[src/rtl/core/ipv6eh_pkg.sv]
// Shared types, constants and functions of the IPv6 extension header walker.
// No dependencies; compiled first.
`default_nettype none

package ipv6eh_pkg;

   localparam int FIXED_HEADER_BYTES = 40;
   localparam logic [15:0] POS_MAX = 16'hFFFF;
   localparam logic [3:0] MAX_EXT_RESET = 4'd8;

   // next-header codes
   localparam logic [7:0] NH_HOP_BY_HOP = 8'd0;
   localparam logic [7:0] NH_ROUTING    = 8'd43;
   localparam logic [7:0] NH_FRAGMENT   = 8'd44;
   localparam logic [7:0] NH_AH         = 8'd51;
   localparam logic [7:0] NH_DEST_OPTS  = 8'd60;

   typedef enum logic [1:0] {
      STATUS_OK        = 2'd0,
      STATUS_TRUNCATED = 2'd1,
      STATUS_TOO_MANY  = 2'd2
   } status_type;

   typedef struct packed {
      logic [15:0] byte_offset;
      logic [15:0] header_start;
      logic [7:0]  current_type;
      logic [7:0]  following_type;
      logic [15:0] payload_len;
      logic [3:0]  ext_count;
      logic        chain_done;
      logic [1:0]  error_code;
   } walk_state_type;

   typedef struct packed {
      logic [7:0]  upper_protocol;
      logic [15:0] header_bytes;
      logic [15:0] payload_length;
      status_type  status;
   } walk_result_type;

   function automatic logic is_extension(input logic [7:0] nh);
      return (nh == NH_HOP_BY_HOP) || (nh == NH_DEST_OPTS) || (nh == NH_ROUTING) ||
             (nh == NH_FRAGMENT) || (nh == NH_AH);
   endfunction

   // Header span in bytes from its type and length byte.
   function automatic logic [11:0] span_of(input logic [7:0] nh, input logic [7:0] len);
      logic [8:0] len_p1;
      logic [8:0] len_p2;
      len_p1 = {1'b0, len} + 9'd1;
      len_p2 = {1'b0, len} + 9'd2;
      if (nh == NH_FRAGMENT) begin
         return 12'd8;
      end else if (nh == NH_AH) begin
         return {1'b0, len_p2, 2'b00};
      end else begin
         return {len_p1, 3'b000};
      end
   endfunction

endpackage

`default_nettype wire

[src/rtl/core/ipv6eh_req_if.sv]
// Input channel of the walker: one packet byte per transaction.
// No dependencies.
`default_nettype none

interface ipv6eh_req_if;
   logic       valid;
   logic       ready;
   logic [7:0] data_byte;
   logic       last_byte;

   modport source (output valid, output data_byte, output last_byte, input ready);
   modport sink (input valid, input data_byte, input last_byte, output ready);
endinterface

`default_nettype wire

[src/rtl/core/ipv6eh_rsp_if.sv]
// Result channel of the walker: one transaction per packet.
// No dependencies.
`default_nettype none

interface ipv6eh_rsp_if;
   logic        valid;
   logic        ready;
   logic [7:0]  upper_protocol;
   logic [15:0] header_bytes;
   logic [15:0] payload_length;
   logic [1:0]  status;

   modport source (output valid, output upper_protocol, output header_bytes,
                   output payload_length, output status, input ready);
   modport sink (input valid, input upper_protocol, input header_bytes,
                 input payload_length, input status, output ready);
endinterface

`default_nettype wire

[src/rtl/core/ipv6eh_csr_if.sv]
// Register write channel of the walker: carries max_ext_headers.
// No dependencies.
`default_nettype none

interface ipv6eh_csr_if;
   logic       valid;
   logic       ready;
   logic [3:0] max_ext_headers;

   modport source (output valid, output max_ext_headers, input ready);
   modport sink (input valid, input max_ext_headers, output ready);
endinterface

`default_nettype wire

[src/rtl/core/ipv6eh_step.sv]
// Per-byte next-state and result logic of the walker.
// Depends on ipv6eh_pkg.
`default_nettype none

module ipv6eh_step
   import ipv6eh_pkg::*;
(
   input  walk_state_type  cur_state,
   input  logic [7:0]      data_byte,
   input  logic            last_byte,
   input  logic [3:0]      max_ext_headers,
   output walk_state_type  next_state,
   output walk_result_type result
);

   walk_state_type nx;
   logic [15:0]    p;
   logic           exact;
   logic           enter;
   logic [11:0]    span;
   logic [16:0]    next_start;
   logic [16:0]    p_plus1;

   always_comb begin
      nx         = cur_state;
      p          = cur_state.byte_offset;
      exact      = (p != POS_MAX);
      enter      = 1'b0;
      span       = span_of(cur_state.current_type, data_byte);
      next_start = {1'b0, cur_state.header_start} + {5'b0, span};
      p_plus1    = {1'b0, p} + 17'd1;

      if (cur_state.header_start == 16'd0) begin
         // fixed header: pick length and first next-header
         if (p == 16'd4) begin
            nx.payload_len[15:8] = data_byte;
         end else if (p == 16'd5) begin
            nx.payload_len[7:0] = data_byte;
         end else if (p == 16'd6) begin
            nx.current_type = data_byte;
         end
         if (p == 16'(FIXED_HEADER_BYTES - 1)) begin
            nx.header_start = 16'(FIXED_HEADER_BYTES);
            enter           = 1'b1;
         end
      end else if (!cur_state.chain_done && exact && cur_state.header_start != POS_MAX) begin
         if (p == cur_state.header_start) begin
            nx.following_type = data_byte;
         end else if (p == cur_state.header_start + 16'd1) begin
            nx.header_start = next_start[16] ? POS_MAX : next_start[15:0];
            nx.current_type = cur_state.following_type;
            nx.ext_count    = cur_state.ext_count + 4'd1;
            enter           = 1'b1;
         end
      end

      if (enter) begin
         if (!is_extension(nx.current_type)) begin
            nx.chain_done = 1'b1;
         end else if (nx.ext_count >= max_ext_headers) begin
            nx.error_code = STATUS_TOO_MANY;
            nx.chain_done = 1'b1;
         end
      end

      if (exact) begin
         nx.byte_offset = p + 16'd1;
      end

      result.upper_protocol = nx.current_type;
      result.header_bytes   = nx.header_start;
      result.payload_length = nx.payload_len;
      if (!nx.chain_done) begin
         result.status = STATUS_TRUNCATED;
      end else if (nx.error_code != STATUS_OK) begin
         result.status = status_type'(nx.error_code);
      end else if (exact && ({1'b0, nx.header_start} > p_plus1)) begin
         // chain ended on a header that starts past the packet end
         result.status = STATUS_TRUNCATED;
      end else begin
         result.status = STATUS_OK;
      end

      // clear the walker after the final byte
      next_state = last_byte ? '0 : nx;
   end

endmodule

`default_nettype wire

[src/rtl/core/ipv6_extension_header_walker.sv]
// Channel   Dir  Payload                                             Handshake
// req_ch    in   data_byte[7:0], last_byte                           valid/ready
// rsp_ch    out  upper_protocol, header_bytes, payload_length, status valid/ready
// csr_ch    in   max_ext_headers[3:0]                                valid/ready
//
// One byte per cycle while req_ch.ready is high: each accepted byte updates the walk state in the same cycle.
// The result is registered and appears the cycle after the final byte.
// req_ch.ready is low only while a result waits and rsp_ch.ready is low.
// Synchronous reset clears the walk state and sets max_ext_headers to 8.
// csr_ch.ready is always high.
// Depends on ipv6eh_pkg, the channel interfaces and ipv6eh_step.
`default_nettype none

module ipv6_extension_header_walker
   import ipv6eh_pkg::*;
(
   input  wire           clock,
   input  wire           reset,
   ipv6eh_req_if.sink    req_ch,
   ipv6eh_rsp_if.source  rsp_ch,
   ipv6eh_csr_if.sink    csr_ch
);

   walk_state_type  state_ff, state_in;
   walk_result_type result;
   walk_result_type rsp_data_ff;
   logic [3:0]      max_ext_ff;
   logic            rsp_valid_ff, rsp_valid_in;
   logic            req_accept;

   ipv6eh_step u_step (
      .cur_state       (state_ff),
      .data_byte       (req_ch.data_byte),
      .last_byte       (req_ch.last_byte),
      .max_ext_headers (max_ext_ff),
      .next_state      (state_in),
      .result          (result)
   );

   assign req_ch.ready = !rsp_valid_ff || rsp_ch.ready;
   assign req_accept   = req_ch.valid && req_ch.ready;
   assign csr_ch.ready = 1'b1;

   always_comb begin
      if (req_accept && req_ch.last_byte) begin
         rsp_valid_in = 1'b1;
      end else if (rsp_ch.ready) begin
         rsp_valid_in = 1'b0;
      end else begin
         rsp_valid_in = rsp_valid_ff;
      end
   end

   always_ff @(posedge clock) begin
      if (reset) begin
         state_ff     <= '0;
         rsp_valid_ff <= 1'b0;
         max_ext_ff   <= MAX_EXT_RESET;
      end else begin
         rsp_valid_ff <= rsp_valid_in;
         if (req_accept) begin
            state_ff <= state_in;
         end
         if (csr_ch.valid) begin
            max_ext_ff <= csr_ch.max_ext_headers;
         end
      end
   end

   // hold result payload until the next final byte
   always_ff @(posedge clock) begin
      if (req_accept && req_ch.last_byte) begin
         rsp_data_ff <= result;
      end
   end

   assign rsp_ch.valid          = rsp_valid_ff;
   assign rsp_ch.upper_protocol = rsp_data_ff.upper_protocol;
   assign rsp_ch.header_bytes   = rsp_data_ff.header_bytes;
   assign rsp_ch.payload_length = rsp_data_ff.payload_length;
   assign rsp_ch.status         = rsp_data_ff.status;

endmodule

`default_nettype wire

[src/flat_wrapper.sv]
// flat-port wrapper written by rule: the top's interface ports become plain ports
module ipv6_extension_header_walker_flat import ipv6eh_pkg::*;
  (clock, reset, req_ch_valid, req_ch_data_byte, req_ch_last_byte, req_ch_ready, rsp_ch_valid, rsp_ch_upper_protocol, rsp_ch_header_bytes, rsp_ch_payload_length, rsp_ch_status, rsp_ch_ready, csr_ch_valid, csr_ch_max_ext_headers, csr_ch_ready);
  ipv6eh_req_if req_ch_i ();
  ipv6eh_rsp_if rsp_ch_i ();
  ipv6eh_csr_if csr_ch_i ();
  input  wire clock;
  input  wire reset;
  input wire logic [$bits(req_ch_i.valid)-1:0] req_ch_valid;
  input wire logic [$bits(req_ch_i.data_byte)-1:0] req_ch_data_byte;
  input wire logic [$bits(req_ch_i.last_byte)-1:0] req_ch_last_byte;
  output wire logic [$bits(req_ch_i.ready)-1:0] req_ch_ready;
  output wire logic [$bits(rsp_ch_i.valid)-1:0] rsp_ch_valid;
  output wire logic [$bits(rsp_ch_i.upper_protocol)-1:0] rsp_ch_upper_protocol;
  output wire logic [$bits(rsp_ch_i.header_bytes)-1:0] rsp_ch_header_bytes;
  output wire logic [$bits(rsp_ch_i.payload_length)-1:0] rsp_ch_payload_length;
  output wire logic [$bits(rsp_ch_i.status)-1:0] rsp_ch_status;
  input wire logic [$bits(rsp_ch_i.ready)-1:0] rsp_ch_ready;
  input wire logic [$bits(csr_ch_i.valid)-1:0] csr_ch_valid;
  input wire logic [$bits(csr_ch_i.max_ext_headers)-1:0] csr_ch_max_ext_headers;
  output wire logic [$bits(csr_ch_i.ready)-1:0] csr_ch_ready;
  assign req_ch_i.valid = req_ch_valid;
  assign req_ch_i.data_byte = req_ch_data_byte;
  assign req_ch_i.last_byte = req_ch_last_byte;
  assign req_ch_ready = req_ch_i.ready;
  assign rsp_ch_valid = rsp_ch_i.valid;
  assign rsp_ch_upper_protocol = rsp_ch_i.upper_protocol;
  assign rsp_ch_header_bytes = rsp_ch_i.header_bytes;
  assign rsp_ch_payload_length = rsp_ch_i.payload_length;
  assign rsp_ch_status = rsp_ch_i.status;
  assign rsp_ch_i.ready = rsp_ch_ready;
  assign csr_ch_i.valid = csr_ch_valid;
  assign csr_ch_i.max_ext_headers = csr_ch_max_ext_headers;
  assign csr_ch_ready = csr_ch_i.ready;
  ipv6_extension_header_walker u_core (.clock(clock), .reset(reset), .req_ch(req_ch_i), .rsp_ch(rsp_ch_i), .csr_ch(csr_ch_i));
endmodule
[config.mk]
export PLATFORM = sky130hd
export DESIGN_NAME = ipv6_extension_header_walker_flat
export DESIGN_NICKNAME = d
export VERILOG_FILES = /design/src/rtl/core/ipv6eh_pkg.sv /design/src/rtl/core/ipv6eh_req_if.sv /design/src/rtl/core/ipv6eh_rsp_if.sv /design/src/rtl/core/ipv6eh_csr_if.sv /design/src/rtl/core/ipv6eh_step.sv /design/src/rtl/core/ipv6_extension_header_walker.sv /design/src/flat_wrapper.sv
export SDC_FILE = /design/constraint.sdc
export NUM_CORES = 1
export LEC_CHECK = 0
export ABC_AREA = 1
export BUFFER_PORTS_ARGS = -buffer_cell sky130_fd_sc_hd__buf_2
export CAP_MARGIN = 20
export CELL_PAD_IN_SITES_DETAIL_PLACEMENT = 1
export CELL_PAD_IN_SITES_GLOBAL_PLACEMENT = 2
export CORE_ASPECT_RATIO = 0.75
export CORE_MARGIN = 5
export CORE_UTILIZATION = 38
export CTS_BUF_LIST = sky130_fd_sc_hd__clkbuf_4 sky130_fd_sc_hd__clkbuf_8
export CTS_CLUSTER_DIAMETER = 40
export DETAILED_ROUTE_END_ITERATION = 7
export GPL_TIMING_DRIVEN = 0
export PLACE_DENSITY_LB_ADDON = 0.05
export REMOVE_ABC_BUFFERS = 1
export SLEW_MARGIN = 20
export SYNTH_ARGS = -nofsm -noshare
export SYNTH_HDL_FRONTEND = slang
export SYNTH_SLANG_ARGS = --single-unit
[constraint.sdc]
create_clock -name clock -period 11.1 [get_ports clock]
set_input_delay 1.11 -clock clock [delete_from_list [all_inputs] [get_ports clock]]
set_output_delay 1.11 -clock clock [all_outputs]
set_load 0.1 [all_outputs]
Word-level counts from Yosys, hierarchy flattened
Cells that the tools add are included.
Widths: inputs -> output; s select.
- bits of input ports: 18
- register bits after elaboration: 118
- logic and storage cells: 95
- output and inout bits: 45
- add/sub/neg operators: 7
- equality and inequality tests: 15
- order comparisons: 2
- multiplexer cells: 36
- reduce and logical (&&, ||, !) cells: 21
- operators with widths (operator ; number):
    $mux 24 ; 3
    $mux 71 ; 1
    $mux 16 ; 4
    $mux 8 ; 8
    $eq 16x3->1 const B ; 3
    $eq 8x6->1 const B ; 6
    $add 16x1->16 const B ; 2
    $eq 16x16->1 ; 2
    $mux 32 ; 1
    $ne 16x16->1 const B ; 2
    $mux 12 ; 2
    $add 16x1->17 const B ; 1
    $add 16x12->17 ; 1
    $gt 16x17->1 ; 1
    $eq 16x6->1 const B ; 1
    $logic_not 16->1 ; 1
    $mux 4 ; 4
    $reduce_bool 2->1 ; 5
    $add 8x1->9 const B ; 1
    $add 8x2->9 const B ; 1
    $mux 1 ; 9
    $logic_not 8->1 ; 1
    $mux 3 ; 2
    $logic_and 1x1->1 ; 5
    other kinds (8) ; 14

Depth between registers and ports, before layout
Gate-level depths: netlist (run 1).
- depth after elaboration: 18
- mapped depth: 33
- mapped depth without buffers: 32

Hierarchy
Synthesis (run 1) repeated with hierarchy kept, for this count alone.
- cells, all modules: 1487
- area, all modules: 9447.8 µm²
- by module, submodules not included (module ; times used ; seq. area each (µm²) ; area an instance (µm²) ; cells each):
    ipv6eh_step ; 1 ; 0.0 ; 4804.6 ; 950
    ipv6_extension_header_walker ; 1 ; 2782.7 ; 4643.2 ; 537

Worst setup path before layout (run 1)
OpenSTA, ideal clock, no wires.
- path kind: in2reg
- start: input port req_ch_data_byte[3]
- end: register u_core.rsp_data_ff (netlist bit u_core.rsp_ch.status[0]) (data pin)
- library setup time: 262 ps
- slack: 6130 ps
- cell stages on the path: 32
- data required time: 10838 ps
- path buffers: 1
- data arrival time: 4708 ps
- path through: clkbuf_1 -> nand2_1 -> nor2_1 -> inv_1 -> nor2_1 -> o21ai_0 -> a21oi_1 -> a311oi_1 -> ha_1 -> a21oi_1 -> o21ai_0 -> o21ai_0 -> nand2_1 -> a21o_1 -> nand2_1 -> nand2_1 -> o21ai_0 -> a21oi_1 -> ha_1 -> a21oi_1 -> o21ai_0 -> a21o_1 -> a21oi_1 -> nor2_1 -> nor2_1 -> o21ai_0 -> nand2_1 -> nand2_1 -> a21oi_1 -> nor3_1 -> nand3_1 -> nand3_1
- RTL lines (what ; line ; RTL):
    start: declaration ; flat_wrapper.sv:10 ; input wire logic [$bits(req_ch_i.data_byte)-1:0] req_ch_data_byte;
    end signal: assignment ; ipv6_extension_header_walker.sv:73 ; rsp_data_ff <= result;
    end: declaration ; ipv6_extension_header_walker.sv:26 ; walk_result_type rsp_data_ff;

==> results of run 1 <==
## registers in the layout, indices dropped and copies added, names as in the netlist
signal                        cells
u_core.state_ff                  71
u_core.rsp_ch.header_bytes       16
u_core.rsp_ch.payload_length     16
u_core.rsp_ch.upper_protocol      8
u_core.max_ext_ff                 4
u_core.rsp_ch.status              2
u_core.rsp_ch.valid               1
## through the flow
step	total power, mW	area, sq um	cells	utilization (%)
2_1_floorplan	0.5592	7730	1096	-
6_report	1.022	8999	1481	44.27
5_1_grt	1.061	8996	1480	44.26
4_1_cts	1.033	8990	1480	44.23
3_3_place_gp	0.5985	8388	1439	41.27
3_5_place_dp	0.6068	8582	1448	42.22
## worst min path at each step
| stage | from | to | slack (ns) | cells after the start |
|---|---|---|---|---|
| after floorplan | u_core.state_ff[0]$_SDFFE_PP0P_ | u_core.state_ff[0]$_SDFFE_PP0P_ | 0.43 | 2 |
| after global placement | u_core.state_ff[12]$_SDFFE_PP0P_ | u_core.state_ff[12]$_SDFFE_PP0P_ | 0.45 | 2 |
| after detailed placement | u_core.state_ff[18]$_SDFFE_PP0P_ | u_core.state_ff[18]$_SDFFE_PP0P_ | 0.46 | 2 |
| after CTS | u_core.state_ff[18]$_SDFFE_PP0P_ | u_core.state_ff[18]$_SDFFE_PP0P_ | 0.47 | 2 |
| after global routing | u_core.state_ff[20]$_SDFFE_PP0P_ | u_core.state_ff[20]$_SDFFE_PP0P_ | 0.49 | 2 |
| final | u_core.state_ff[18]$_SDFFE_PP0P_ | u_core.state_ff[18]$_SDFFE_PP0P_ | 0.47 | 2 |
## Yosys cell counts, types with 10 or more instances
cell type	number	area, sq um
nand4_1	29	181.4
nand2_2	14	87.58
o21ai_0	45	225.2
a21oi_1	94	470.5
nand3_1	51	255.2
nand2_1	333	1250
edfxtp_1	42	1261
xor2_1	26	227.7
nor3_1	16	80.08
dfxtp_1	76	1521
inv_1	121	454.2
ha_1	39	488.0
buf_2	10	50.05
nor2_1	110	412.9
clkbuf_1	25	93.84
## power by group
part,switching (mW),internal (mW)
Sequential,0.00303,0.454
Clock,0.217,0.209
Combinational,0.109,0.0310
## per-layer routing
layer  vias up  global-route usage, %  share of wire, %
met1      3703                  35.57                52
met4         0                  4.467              0.88
li1       3831                      -                 -
met3        15                  5.122               5.8
met5         -                      0                 0
met2       155                  33.81                41
## critical path: cells and delay by family
family / cells / cell delay (ns)
AO/OA/AOI/OAI: 12 / 2.09
adder cells (fa/ha/maj): 2 / 0.68
AND/OR/NAND/NOR: 13 / 1.89
buffers and inverters: 4 / 0.79
## kinds of logic after synthesis
family,count (synthesis)
fa+ha+maj,40
flops,118
buf+inv,169
other cells,1
xor+xnor,33
simple gates,595
compound gates,178
## cells in the final DEF, fill, tap and decap left out, types with 4 or more instances in the layout
cell       instances
nand2_1          332
inv_1            121
nor2_1           108
a21oi_1           94
dfxtp_1           76
buf_2             61
nand3_1           51
o21ai_0           44
edfxtp_1          42
ha_1              39
nand4_1           29
xor2_1            26
clkbuf_8          17
nor3_1            15
nand2_2           14
nand3_2            7
xnor2_1            7
o211ai_1           7
nor2_2             6
inv_2              6
o221ai_1           6
a21o_1             5
nor4_1             5
inv_6              5
nor2_4             4
a2bb2oi_1          4
## final cells by class
| type | count | share of cell area [%] |
|---|---|---|
| Multi-Input combinational cell | 847 | 49.99 |
| Sequential cell | 118 | 30.92 |
| Inverter | 131 | 5.478 |
| Timing Repair Buffer | 70 | 5.131 |
| Tap cell | 282 | 3.921 |
| Clock buffer | 18 | 2.684 |
| Clock inverter | 14 | 1.849 |
| Antenna cell | 1 | 0.02781 |
==> flow_summary.toml, run 1 <==
[yosys]
syn_avg_cell_area_sq_um = 6.964
synthAdderAreaFrac_pct = 6.432
syn_area_sq_um = 7898
async_flop_share_pct = 0
synth_simple_gate_area_share_pct = 33.62
synth_compound_area_share_pct = 12.64
synth_top_family_by_area = "simple AND/OR/NAND/NOR gates"
yosys_warnings = 0
muxShareOfSynthArea_pct = 0
synth_edf_count = 42
synth-seq-area-share_pct = 35.23
ys_seq_elements = 118
synth_ff_type = "dfxtp_1"
synthXorXnorAreaFrac_pct = 3.660
synth_cell_types = 55
synthCells = 1134

[cells_and_area]
final_layout_size_suffix_gt1_share_pct = 13.02
finalNetCount = 1243
multi_input_area_sq_um = 4498
regArea_sq_um = 2783
nFillCells = 2647
area_delta_synth_final_pct = 13.94

[setup_path]
r2r_start = "u_core.state_ff[33]$_SDFFE_PP0P_"
crit_path_max_incr_delay_ns = 0.35
slowest_stage = "ha_1"
r2r_setup_slack_ns = 4.91
reg2reg_depth = 32
endpoint_kind = "flip-flop"
worstPathArrival_ns = 6.55
required_ns = 11.43
r2r_end = "u_core.rsp_ch.status[0]$_SDFFCE_PP1P_"
setup.worst_path.class = "input pin to flip-flop"
critical_path.startpoint = "req_ch_data_byte[4]"
worstSetupStartpointType = "input pin"
cp_max_fo = 9
cp-endpoint = "u_core.rsp_ch.status[0]$_SDFFCE_PP1P_"

[detailed_routing]
drc = 0
wl_per_cell_um = 18.45
drt_pass1_iterations = 5
drtAntennaViolNets = 0
vias = 7704
vias_per_cell = 5.202
drt-total-wl_um = 27320
drtIter0Drc = 492

[power]
power_density_nw_per_um2 = 113.6
p_leak_nw = 3.815
ir_drop_mv = 0.04920

[sta]
finalHoldViolations = 0
worst_pin_slew_ns = 0.9715
post-route-min-period_ns = 6.228
hold_ws_ns = 0.4694
max-slew-margin-rel_pct = 34.69
fin_skew_ns = 0.01933
setup_tns_ns = 0
max_freq_mhz = 160.6
slew_violations = 0
rsz0062_at_grt = "no"
finalSetupViolations = 0
fin_ws_ns = 4.872
finalCritPeriodShare_pct = 56.11

[floorplan]
core_area_sq_um = 20330
rows = 45
dieWidth_um = 176.5
die_h_um = 134.9
pin_count = 63
die-area_sq_um = 23800
initial_core_util_pct = 38.86

[global_routing]
antenna_found_initial = 0
grt-ovfl-total = 0
first_global_vias = 7545
grt_max_degree = 51
grt_pass1_wl_um = 43150
grt.total_usage_pct = 23.30

[cts]
path_clk_slew_ns = 0.08
postCtsHoldBufs = 0
cts_sinks = 118
cts-root-buf = "clkbuf_8"
postCtsSetupRepairBufs = 0
tritoncts.num_buffers = 17
worstSkewPairLatency_ns = 0.47
cts.path.max_buffers = 2
cts_resized = 0
cts_tree = "done"
htreeDepth = 4

[place]
place.detailed.hpwl_um = 21480
port_buffers = 61
dp_slack_ns = 4.445
gp_congestion = 0.8893

[min_path]
worstHoldPathType = "flip-flop to flip-flop"

[status]
status = "complete, no violations"

[job]
drv_cap = 0
Power figures use the tool's default switching activity.
==> run 2, diff against run 1 <==
Settings changed: CORE_UTILIZATION 38 to 32.
Clock period 11.1 ns to 5.6 ns, I/O delays scaled along.
==> flow_summary.toml, run 2 (synthesis results as in run 1) <==
[status]
status = "complete, no violations"

[cells_and_area]
finalNetCount = 1259
finalNonFillerCells = 1545
largest_reg_flops = 71
diodes = 0
area_delta_synth_final_pct = 18.01
mostFrequentLayoutCell = "nand2_1"
top_register = "u_core.state_ff"
final_cell_mix = "nand2_1 (329), inv_1 (120), nor2_1 (103), a21oi_1 (89), dfxtp_1 (71)"
final_layout_size_suffix_gt1_share_pct = 16.64

[floorplan]
pin_count = 63
rows = 49
die-area_sq_um = 27950
core_area_sq_um = 24160
initial_core_util_pct = 32.69
die_h_um = 146.1
dieWidth_um = 191.4

[setup_path]
r2r_start = "u_core.state_ff[33]$_SDFFE_PP0P_"
crit_path_max_incr_delay_ns = 0.42
path_common_cell = "a21oi_2"
critical_path.startpoint = "u_core.state_ff[33]$_SDFFE_PP0P_"
endpoint_kind = "flip-flop"
setup.worst_path.class = "flip-flop to flip-flop"
slowest_stage = "fa_2"
cp_max_fo = 7
worstSetupStartpointType = "flip-flop"
required_ns = 5.80
worstPathArrival_ns = 5.54

[min_path]
worstHoldPathType = "input pin to flip-flop"
hold_path_startpoint = "csr_ch_max_ext_headers[3]"

[detailed_routing]
wl_per_cell_um = 18.84
drt-total-wl_um = 29110
drtIter0Drc = 450
drt_pass1_iterations = 5
vias = 7691
vias_per_cell = 4.978
drtAntennaViolNets = 0
drc = 0

[sta]
max-slew-margin-rel_pct = 33.19
max_freq_mhz = 187.5
slew_violations = 0
finalHoldViolations = 0
finalSetupViolations = 0
post-route-min-period_ns = 5.333
fin_ws_ns = 0.2673
fin_skew_ns = 0.01144
finalCritPeriodShare_pct = 95.23
worst_pin_slew_ns = 0.9939

[power]
ir_drop_mv = 0.1345
power_density_nw_per_um2 = 219.4
p_leak_nw = 3.943

[cts]
htreeDepth = 4
cts_tree = "done"
worstSkewPairLatency_ns = 0.47
postCtsHoldBufs = 0
path_clk_slew_ns = 0.07
cts.path.max_buffers = 2
cts-root-buf = "clkbuf_8"
cts_sinks = 118
tritoncts.num_buffers = 17

[place]
placedCellCount = 1496
dp_slack_ns = -0.8259
place.detailed.hpwl_um = 22310
gp_congestion = 0.8808
port_buffers = 61

[global_routing]
grt-ovfl-total = 0
first_global_vias = 7660
grt_max_degree = 51
grt_pass1_wl_um = 46480
antenna_found_initial = 1
grt.total_usage_pct = 21.39

[job]
drv_cap = 0
## run 2: cell count changes in the layout (fill, tap and decap cells not counted), sizes merged
cell	change
bufinv	+1
buf	+16
clkinv	+4
clkbuf	+5
clkinvlp	-2
diode	-1
inv	-8
## run 2: path summary, 6_finish.rpt
path                                      endpoint  slack, ns  depth (start not counted)
max          u_core.rsp_ch.status[0]$_SDFFCE_PP1P_       0.27                         32
min              u_core.max_ext_ff[3]$_SDFFE_PP1P_       0.32                          3
max reg2reg  u_core.rsp_ch.status[0]$_SDFFCE_PP1P_       0.27                         32
min reg2reg       u_core.state_ff[20]$_SDFFE_PP0P_       0.47                          2
## run 2: routing by layer
| metal | vias up | part of all wire (%) | global-route usage [%] |
|---|---|---|---|
| met3 | 20 | 3.4 | 3.508 |
| met2 | 112 | 40 | 29.78 |
| met4 | 0 | 1.0 | 4.200 |
| met1 | 3680 | 55 | 34.34 |
| met5 | - | 0 | 0 |
| li1 | 3879 | - | - |
## run 2: final cells by class
type | count | area [sq um]
clock buffer | 23 | 285.3
clock inverter | 9 | 127.6
fill | 3080 | 14840
inverter | 131 | 499.2
multi-input combinational | 847 | 4622
sequential | 118 | 2791
tap | 331 | 414.1
timing repair buffer | 86 | 580.6
## run 2: metrics by stage
stage                     utilization (%)  power [mW]  hold WS, ns  setup TNS, ns  instance area, sq um
after floorplan                         -       1.108       0.4346              0                  7730
after global placement              34.98       1.192       0.4526         -86.06                  8449
after detailed placement            35.75       1.207       0.4593        -0.8259                  8635
after CTS                           37.96       2.079       0.2865              0                  9169
after global routing                38.58       2.140       0.3407       -0.02080                  9320
final                               38.58       2.045       0.3203              0                  9320
## run 2: repair_timing
item / CTS / global route
resized for setup: 21 / 25
pin swaps: 5 / 14
setup endpoints to repair: 1 / 1
buffers inserted: 8 / 9
## run 2: worst max-delay path: cells and delay by family, from the launching register on
kind / cells / cell delay (ns)
AOI/OAI and AO/OA: 11 / 1.52
adders and majority gates: 3 / 0.87
buffers and inverters: 3 / 0.38
DFF: 1 / 0.37
and+or+nand+nor: 15 / 1.96
## run 2: report_power, final
| part | total (mW) | leakage [nW] | internal [mW] | switching [mW] |
|---|---|---|---|---|
| clock | 0.855 | 0.219 | 0.475 | 0.380 |
| combinational | 0.285 | 2.71 | 0.0646 | 0.220 |
| sequential | 0.906 | 1.02 | 0.899 | 0.00612 |
| total | 2.05 | 3.94 | 1.44 | 0.607 |
==> run 3, diff against run 2 <==
Settings changed: CORE_UTILIZATION 32 to 36.
Clock period 5.6 ns to 5.8 ns, I/O delays scaled along.
==> flow_summary.toml, run 3 (synthesis results as in run 1) <==
[detailed_routing]
vias = 7725
drtIter0Drc = 478
drt_pass1_iterations = 8
vias_per_cell = 5.157
drtAntennaViolNets = 0
drt-total-wl_um = 27910
drc = 0
wl_per_cell_um = 18.63

[cells_and_area]
final_cell_mix = "nand2_1 (330), inv_1 (120), nor2_1 (105), a21oi_1 (93), dfxtp_1 (73)"
regArea_sq_um = 2786
mostFrequentLayoutCell = "nand2_1"
nFillCells = 2732
largest_reg_flops = 71
multi_input_area_sq_um = 4556
finalNetCount = 1255
fin_util_pct = 42.57
top_register = "u_core.state_ff"
diodes = 0
area_delta_synth_final_pct = 15.10
final_layout_size_suffix_gt1_share_pct = 14.96

[place]
place.detailed.hpwl_um = 21620
gp_congestion = 0.8630
dp_slack_ns = -0.3662
port_buffers = 61

[setup_path]
crit_path_max_incr_delay_ns = 0.42
required_ns = 6.01
slowest_stage = "fa_1"
setup.worst_path.class = "flip-flop to flip-flop"
cp_max_fo = 8
path_common_cell = "nand2_1"
endpoint_kind = "flip-flop"
worstPathArrival_ns = 5.86
worstSetupStartpointType = "flip-flop"

[global_routing]
grt-ovfl-total = 0
first_global_vias = 7254
antenna_found_initial = 1
grt_pass1_wl_um = 42750
grt_max_degree = 51
grt.total_usage_pct = 21.69

[sta]
slew_violations = 0
hold_ws_ns = 0.3290
setup_tns_ns = 0
fin_ws_ns = 0.1554
fin_skew_ns = 0.02977
finalHoldViolations = 0
finalCritPeriodShare_pct = 97.32
finalSetupViolations = 0
max-slew-margin-rel_pct = 14.14
worst_pin_slew_ns = 1.276
post-route-min-period_ns = 5.645
max_freq_mhz = 177.2

[cts]
postCtsHoldBufs = 0
path_clk_slew_ns = 0.07
cts.path.max_buffers = 2
htreeDepth = 4
worstSkewPairLatency_ns = 0.48
cts_sinks = 118
cts-root-buf = "clkbuf_8"
cts_tree = "done"
tritoncts.num_buffers = 17

[status]
status = "complete, no violations"

[job]
drv_cap = 0

[power]
ir_drop_mv = 0.1407
p_leak_nw = 3.876
power_density_nw_per_um2 = 200.6

[floorplan]
die_h_um = 138.3
rows = 46
die-area_sq_um = 25030
initial_core_util_pct = 36.99
core_area_sq_um = 21350
dieWidth_um = 181.0
pin_count = 63

[min_path]
worstHoldPathType = "input pin to flip-flop"
## run 3: final cells by class
type                            count  area share (%)
Timing Repair Buffer               82           6.222
Inverter                          131           5.465
Sequential cell                   118           30.65
Multi-Input combinational cell    847           50.12
Tap cell                          288           3.964
Clock inverter                     11          0.6745
Clock buffer                       21           2.904
## run 3: per-layer routing
metal | GRT usage (%) | share of wire [%] | vias up
li1 | - | - | 3864
met1 | 34.66 | 55 | 3684
met2 | 30.03 | 40 | 149
met3 | 3.907 | 4.3 | 28
met4 | 4.540 | 1.4 | 0
met5 | 0 | 0 | -
## run 3: critical path, delay by kind of cell, from the launching register on
kind	cells	cell delay, ns
flip-flops	1	0.36
adder cells (fa/ha/maj)	3	0.88
AND/OR/NAND/NOR	16	2.17
buffers and inverters	3	0.42
AO/OA/AOI/OAI	10	1.53
## run 3: through the flow
step                power [mW]  instances  instance area [sq um]
global placement         1.147       1445                   8396
finish                   1.823       1498                   9090
global route             1.901       1498                   9090
detailed placement       1.163       1454                   8597
CTS                      1.839       1486                   8950
floorplan                1.070       1096                   7730
## run 3: final timing paths
check,from,endpoint,slack [ns],depth (start not counted)
worst max-delay path,u_core.state_ff[33]$_SDFFE_PP0P_,u_core.rsp_ch.status[0]$_SDFFCE_PP1P_,0.16,32
worst min register to register,u_core.state_ff[17]$_SDFFE_PP0P_,u_core.state_ff[17]$_SDFFE_PP0P_,0.47,2
worst max register to register,u_core.state_ff[33]$_SDFFE_PP0P_,u_core.rsp_ch.status[0]$_SDFFCE_PP1P_,0.16,32
worst min-delay path,csr_ch_max_ext_headers[3],u_core.max_ext_ff[3]$_SDFFE_PP1P_,0.33,3
## run 3: repair_timing
| item | 4_1_cts | 5_1_grt |
|---|---|---|
| resized for setup | 9 | 16 |
| endpoints found under the hold margin | 0 | 0 |
| setup buffers | 0 | 12 |
| pin swaps | 0 | 4 |
| endpoints found under the setup margin | 1 | 1 |
## run 3: power breakdown
part	internal (mW)	switching, mW	total (mW)	leakage, nW
sequential	0.869	0.00562	0.875	1.01
combinational	0.0609	0.211	0.272	2.69
clock	0.306	0.371	0.676	0.170
